### config.mk
export PLATFORM = sky130hd
export DESIGN_NAME = compacting_list_table_core
export DESIGN_NICKNAME = d
export VERILOG_FILES = /design/src/rtl/core/clt_pkg.sv /design/src/rtl/core/clt_ctrl.sv /design/src/rtl/core/clt_datapath.sv /design/src/rtl/core/compacting_list_table_core.sv
export SDC_FILE = /design/constraint.sdc
export NUM_CORES = 1
export LEC_CHECK = 0
export ABC_CLOCK_PERIOD_IN_PS = 16800
export BUFFER_PORTS_ARGS = -buffer_cell sky130_fd_sc_hd__buf_2
export CAP_MARGIN = 20
export CORE_MARGIN = 2
export CORE_UTILIZATION = 36
export CTS_CLUSTER_DIAMETER = 30
export DETAILED_ROUTE_END_ITERATION = 10
export GPL_ROUTABILITY_DRIVEN = 1
export PLACE_DENSITY_LB_ADDON = 0.2
export SYNTH_ARGS = -nofsm -noshare
export SYNTH_HDL_FRONTEND = slang
export SYNTH_SLANG_ARGS = --single-unit
export TNS_END_PERCENT = 1
### constraint.sdc
create_clock -name clk -period 16.8 [get_ports clk]
set_clock_uncertainty 0.2 [all_clocks]
set_input_delay 2.52 -clock clk [delete_from_list [all_inputs] [get_ports clk]]
set_output_delay 2.52 -clock clk [all_outputs]
set_load 0.01 [all_outputs]
### src/rtl/core/clt_pkg.sv
// shared types and constants for the compacting list table
// no dependencies; imported by every module of the block
package clt_pkg;

    localparam int DEPTH   = 16;
    localparam int IDX_W   = $clog2(DEPTH);
    localparam int CNT_W   = $clog2(DEPTH + 1);
    localparam int CAP_W   = 5;
    localparam int VAL_W   = 32;
    localparam int IN_W    = 40;
    localparam int OUT_W   = 16;
    localparam logic [CAP_W-1:0] CAP_RESET = CAP_W'(16);

    typedef enum logic [1:0] {
        CMD_APPEND = 2'd0,
        CMD_SEARCH = 2'd1,
        CMD_DELETE = 2'd2,
        CMD_NOP    = 2'd3
    } cmd_t;

    typedef enum logic [1:0] {
        ST_DONE  = 2'd0,
        ST_FULL  = 2'd1,
        ST_MISS  = 2'd2,
        ST_EMPTY = 2'd3
    } status_t;

    // controller to datapath
    typedef struct packed {
        logic exec;
    } dp_cmd_t;

    // one result word
    typedef struct packed {
        logic             is_full;
        logic             is_empty;
        logic [CNT_W-1:0] occupancy;
        status_t          status;
    } result_t;

endpackage

### src/rtl/core/clt_ctrl.sv
// handshake controller for the compacting list table
// depends on clt_pkg; drives the datapath execute command
module clt_ctrl
    import clt_pkg::*;
(
    input  logic    clk,
    input  logic    rst_n,
    input  logic    in_valid,
    output logic    in_ready,
    output logic    out_valid,
    input  logic    out_ready,
    output dp_cmd_t dp_cmd
);

    typedef enum logic {
        S_EMPTY,
        S_HOLD
    } state_t;

    state_t state_reg, state_next;

    // a new word may enter while the held result leaves
    assign in_ready    = (state_reg == S_EMPTY) || out_ready;
    assign out_valid   = (state_reg == S_HOLD);
    assign dp_cmd.exec = in_valid && in_ready;

    always_comb
    begin
        state_next = state_reg;
        unique case (state_reg)
            S_EMPTY:
            begin
                if (dp_cmd.exec)
                    state_next = S_HOLD;
            end
            S_HOLD:
            begin
                if (out_ready && !dp_cmd.exec)
                    state_next = S_EMPTY;
            end
            default: state_next = S_EMPTY;
        endcase
    end

    always_ff @(posedge clk or negedge rst_n)
    begin
        if (!rst_n)
            state_reg <= S_EMPTY;
        else
            state_reg <= state_next;
    end

endmodule

### src/rtl/core/clt_datapath.sv
// slot registers, live count, capacity and result register
// depends on clt_pkg; stepped by the execute command from clt_ctrl
module clt_datapath
    import clt_pkg::*;
(
    input  logic             clk,
    input  logic             rst_n,
    input  dp_cmd_t          dp_cmd,
    input  cmd_t             cmd,
    input  logic [VAL_W-1:0] value,
    input  logic             cfg_we,
    input  logic [CAP_W-1:0] cfg_wdata,
    output result_t          result
);

    logic [VAL_W-1:0] slots_reg [DEPTH];
    logic [CNT_W-1:0] count_reg, count_next;
    logic [CAP_W-1:0] cap_reg;
    result_t          result_reg, result_next;

    logic [CNT_W-1:0] eff_cap;
    logic             full_now;
    logic [DEPTH-1:0] match;
    logic [DEPTH-1:0] from_hit;
    logic             any_hit;
    logic             do_append;
    logic             do_delete;
    status_t          status;

    always_comb
    begin
        eff_cap  = (CNT_W'(cap_reg) > CNT_W'(DEPTH)) ? CNT_W'(DEPTH) : CNT_W'(cap_reg);
        full_now = (count_reg >= eff_cap);
        for (int i = 0; i < DEPTH; i++)
            match[i] = (CNT_W'(i) < count_reg) && (slots_reg[i] == value);
        // slots at or above the first hit
        from_hit[0] = match[0];
        for (int i = 1; i < DEPTH; i++)
            from_hit[i] = from_hit[i-1] | match[i];
        any_hit = from_hit[DEPTH-1];
    end

    always_comb
    begin
        status     = ST_DONE;
        do_append  = 1'b0;
        do_delete  = 1'b0;
        count_next = count_reg;
        case (cmd)
            CMD_APPEND:
            begin
                if (full_now)
                    status = ST_FULL;
                else
                begin
                    do_append  = 1'b1;
                    count_next = count_reg + CNT_W'(1);
                end
            end
            CMD_SEARCH, CMD_DELETE:
            begin
                if (count_reg == '0)
                    status = ST_EMPTY;
                else if (!any_hit)
                    status = ST_MISS;
                else if (cmd == CMD_DELETE)
                begin
                    do_delete  = 1'b1;
                    count_next = count_reg - CNT_W'(1);
                end
            end
            default: status = ST_DONE;
        endcase
        result_next.status    = status;
        result_next.occupancy = count_next;
        result_next.is_empty  = (count_next == '0);
        result_next.is_full   = (count_next >= eff_cap);
    end

    always_ff @(posedge clk)
    begin
        if (dp_cmd.exec)
        begin
            for (int i = 0; i < DEPTH; i++)
            begin
                if (do_append && (count_reg[IDX_W-1:0] == IDX_W'(i)))
                    slots_reg[i] <= value;
                else if (do_delete && from_hit[i] && (i + 1 < DEPTH))
                    slots_reg[i] <= slots_reg[(i + 1) % DEPTH];
            end
            result_reg <= result_next;
        end
    end

    always_ff @(posedge clk or negedge rst_n)
    begin
        if (!rst_n)
        begin
            count_reg <= '0;
            cap_reg   <= CAP_RESET;
        end
        else
        begin
            if (dp_cmd.exec)
                count_reg <= count_next;
            if (cfg_we)
                cap_reg <= cfg_wdata;
        end
    end

    assign result = result_reg;

endmodule

### src/rtl/core/compacting_list_table_core.sv
// top level of the compacting list table
// depends on clt_pkg, clt_ctrl and clt_datapath
//
// usage:
//   s_axis carries one command word: append, search or delete-first-match of
//   a signed 32-bit value. m_axis returns exactly one result word per command:
//   status, occupancy after the command, empty and full flags.
//   cfg_we/cfg_wdata set the capacity (1..16, larger values clamp to 16,
//   zero makes the table always full); write only while the block is idle.
// timing:
//   every command is executed when accepted; its result is registered and shows on
//   m_axis the cycle after acceptance. all 16 slots compare in parallel and
//   a delete shifts the tail down in the same cycle, so one word per cycle
//   is sustained while m_axis_tready stays high.
// stall:
//   a result waits in the output register; s_axis_tready stays high only
//   when that register is empty or is being drained in the same cycle.
// reset:
//   rst_n clears the live count, the output valid and sets capacity to 16;
//   slot contents are not cleared and are never read before written.
module compacting_list_table_core
    import clt_pkg::*;
(
    input  logic             clk,
    input  logic             rst_n,
    input  logic             s_axis_tvalid,
    output logic             s_axis_tready,
    input  logic [IN_W-1:0]  s_axis_tdata,  // [1:0] cmd, [33:2] value, rest zero
    output logic             m_axis_tvalid,
    input  logic             m_axis_tready,
    output logic [OUT_W-1:0] m_axis_tdata,  // [1:0] status, [6:2] occupancy,
                                            // [7] is_empty, [8] is_full, rest zero
    input  logic             cfg_we,
    input  logic [CAP_W-1:0] cfg_wdata
);

    dp_cmd_t dp_cmd;
    result_t result;
    cmd_t    cmd;

    assign cmd = cmd_t'(s_axis_tdata[1:0]);

    clt_ctrl u_ctrl (
        .clk       (clk),
        .rst_n     (rst_n),
        .in_valid  (s_axis_tvalid),
        .in_ready  (s_axis_tready),
        .out_valid (m_axis_tvalid),
        .out_ready (m_axis_tready),
        .dp_cmd    (dp_cmd)
    );

    clt_datapath u_datapath (
        .clk       (clk),
        .rst_n     (rst_n),
        .dp_cmd    (dp_cmd),
        .cmd       (cmd),
        .value     (s_axis_tdata[VAL_W+1:2]),
        .cfg_we    (cfg_we),
        .cfg_wdata (cfg_wdata),
        .result    (result)
    );

    assign m_axis_tdata = OUT_W'({result.is_full, result.is_empty,
                                  result.occupancy, result.status});

endmodule
==> flow_metrics.tcl <==
set metrics [dict create \
    grt_max_degree 34 \
    tightest_slew_ns 1.075 \
    die_w_um 298.0 \
    cpMostUsedCell "a21o_1" \
    p_per_area_nw_per_um2 126.9 \
    yosys_warnings 0 \
    hold_slack_ns 0.3157 \
    status "finished, final reports clean" \
    hold_viol_final 0 \
    start_kind "input port" \
    synth_edf_count 521 \
    cp_max_fo 32 \
    min_path_type "register to register" \
    areaGrowthSynthToFinish_pct 19.58 \
    required_ns 17.09 \
    rsz0062_at_grt "no" \
    ir_drop_uv 81.28 \
    htreeDepth 4 \
    cts.repair.resized 0 \
    critPathArrivalTime_ns 7.23 \
    grt_pass1_vias 21220 \
    clk_pin_slew_ns 0.05 \
    async_reset_ff_share_pct 2.068 \
    criticalPathCategory "input port to register" \
    layout_commonest_cell "edfxtp_1" \
    ant_nets 0 \
    cts_tree "built" \
    netlist_top_cells_area "edfxtp_1 (50%), mux2_2 (13%), xnor2_1 (8.8%)" \
    final_max_slew_viol_count 0 \
    dr_total_vias 20530 \
    drive_above_1_share_pct 28.32 \
    dieHeight_um 298.0 \
    drc 0 \
    syn_area_um2 31120 \
    gp_congestion 0.9411 \
    min_to "u_datapath.cap_reg[2]" \
    post_cts_buffers 0 \
    worstHoldStart "u_datapath.cap_reg[2]" \
    nets 2494 \
    path_cells "buf_2 > buf_4 > xnor2_1 > nand4_1 > nor4_1 > nand3_1 > o2111ai_1 > o41ai_4 > a221o_1 > a221oi_1 > inv_1 > ha_1 > a21o_1 > a21o_1 > o221ai_1 > nand2_1" \
    setup_violations 0 \
    crit_buf_inv 3 \
    synthCells 2355 \
    reg2reg_depth 14 \
    core_area_um2 85410 \
    drt-initial-drc-count 1961 \
    crit_path_max_incr_delay_ns 0.64 \
    worst_path_max_delay_cell "nor4_1" \
    wire_per_inst_um 26.50 \
    finalCriticalPeriod_ns 6.944 \
    leakagePower_uw 0.01223 \
    first_pass_iters 6 \
    insertion_delay_ns 0.74 \
    grt_pass1_wl_mm 143.3 \
    synth_top_area_cell "edfxtp_1" \
    cts_buffers 139 \
    max_freq_mhz 144.0 \
    rr_startpoint "u_datapath.count_reg[0]" \
    fin_setup_tns_ns 0 \
    clk_path_buf_depth 3 \
    clock-sinks 532 \
    met2_usage_pct 35.09 \
    cts_hold_buf 0 \
    synth_top_area_share_pct 50.27 \
    syn_area_per_cell_um2 13.22 \
    die-area_um2 88820 \
    yosysSeqAreaShare_pct 51.15 \
    viasPerCell 5.573 \
    dominantRegCellSynth "edfxtp_1" \
    grtUsageMet1_pct 28.65 \
    start_util_pct 36.44 \
    ys_seq_elements 532 \
    worstReg2RegEnd "u_datapath.result[8]" \
    wirelength_mm 97.61 \
    cts_root_buffer "clkbuf_16" \
    largest_reg_flops 512 \
    top_usage_layer "met2" \
    diodes 0 \
    ys_types 78 \
    relSlewSlack_pct 28.32 \
    antenna_found_initial 2 \
    endpoint_kind "register" \
    crit_family "compound AO/OA/AOI/OAI gates" \
    rows 107 \
    final_cell_mix "edfxtp_1 (521), mux2_2 (348), xnor2_1 (314)" \
    grt_overflow 0 \
    fin_crit_sh_pct 41.33 \
    io_buffers 54 \
    r2r_setup_slack_ns 11.29 \
    maxCapViolCount 0 \
    grt_use_total_pct 21.73 \
    io_pins 68 \
    hpwlAfterDp_mm 65.40 \
    holdPathStages 1 \
    grt_use_met3_pct 4.769 \
]
-- Yosys cell counts (34+ instances only) --
cell and instances:
mux2_1 136, nand3_1 36, buf_2 76, xor2_1 199, mux2_2 348, nand4_1 144, clkbuf_1 40, buf_6 34
xnor2_1 314, nor3_1 37, nor2_1 41, nor4_1 89, edfxtp_1 521, buf_4 43, nand2_1 54
-- per-stage QoR --
step | instance area (µm²) | setup WS, ns | power [µW] | utilization [%] | instances
final | 37220 | 9.856 | 4724 | 43.58 | 3683
after global routing | 37220 | 9.692 | 4865 | 43.58 | 3683
after CTS | 37160 | 9.850 | 4747 | 43.50 | 3680
after detailed placement | 32250 | 9.101 | 1984 | 37.76 | 3427
after global placement | 32230 | 8.889 | 1978 | 37.73 | 3426
after floorplan | 31150 | 10.15 | 1823 | - | 2361
-- power by group --
part	switching, µW	total (µW)	internal [µW]
Clock	871	2750	1880
Combinational	304	454	149
Sequential	28.9	1520	1490
Total	1200	4720	3520
-- cells by family after synthesis --
logic type,Yosys count,share of synthesized area (%)
adders and majority gates,17,0.6834
muxes,486,17.58
and+or+nand+nor,510,9.785
DFF,532,51.15
buffers and inverters,210,4.177
xor gates and xnor gates,513,14.44
AOI/OAI and AO/OA,86,2.179
other,1,0.01205
-- cell type report --
cell class,count,area [µm²]
inverter,16,60.06
sequential,532,15920
clock inverter,89,1304
fill,7731,48200
timing repair buffer,119,815.8
tap,1144,1431
multi-input combinational,1619,14080
clock buffer,164,3602
-- worst max path at each step --
stage,start,slack (ns),to,cells past startpoint
global placement,s_axis_tdata[7],8.89,u_datapath.slots_reg[14][14],11
floorplan,s_axis_tdata[23],10.15,u_datapath.slots_reg[9][0],12
finish,s_axis_tdata[21],9.86,u_datapath.result[8],16
detailed placement,s_axis_tdata[7],9.10,u_datapath.slots_reg[12][14],11
CTS,s_axis_tdata[7],9.85,u_datapath.slots_reg[12][21],11
global route,s_axis_tdata[21],9.69,u_datapath.result[8],16
-- routing by layer --
metal / vias to the layer above / part of all wire [%]
met3: 195 / 7.1
met4: 0 / 3.0
met1: 10390 / 43
li1: 9053 / -
met5: - / 0
met2: 887 / 47
No activity file was read; power rests on OpenSTA's default activity.
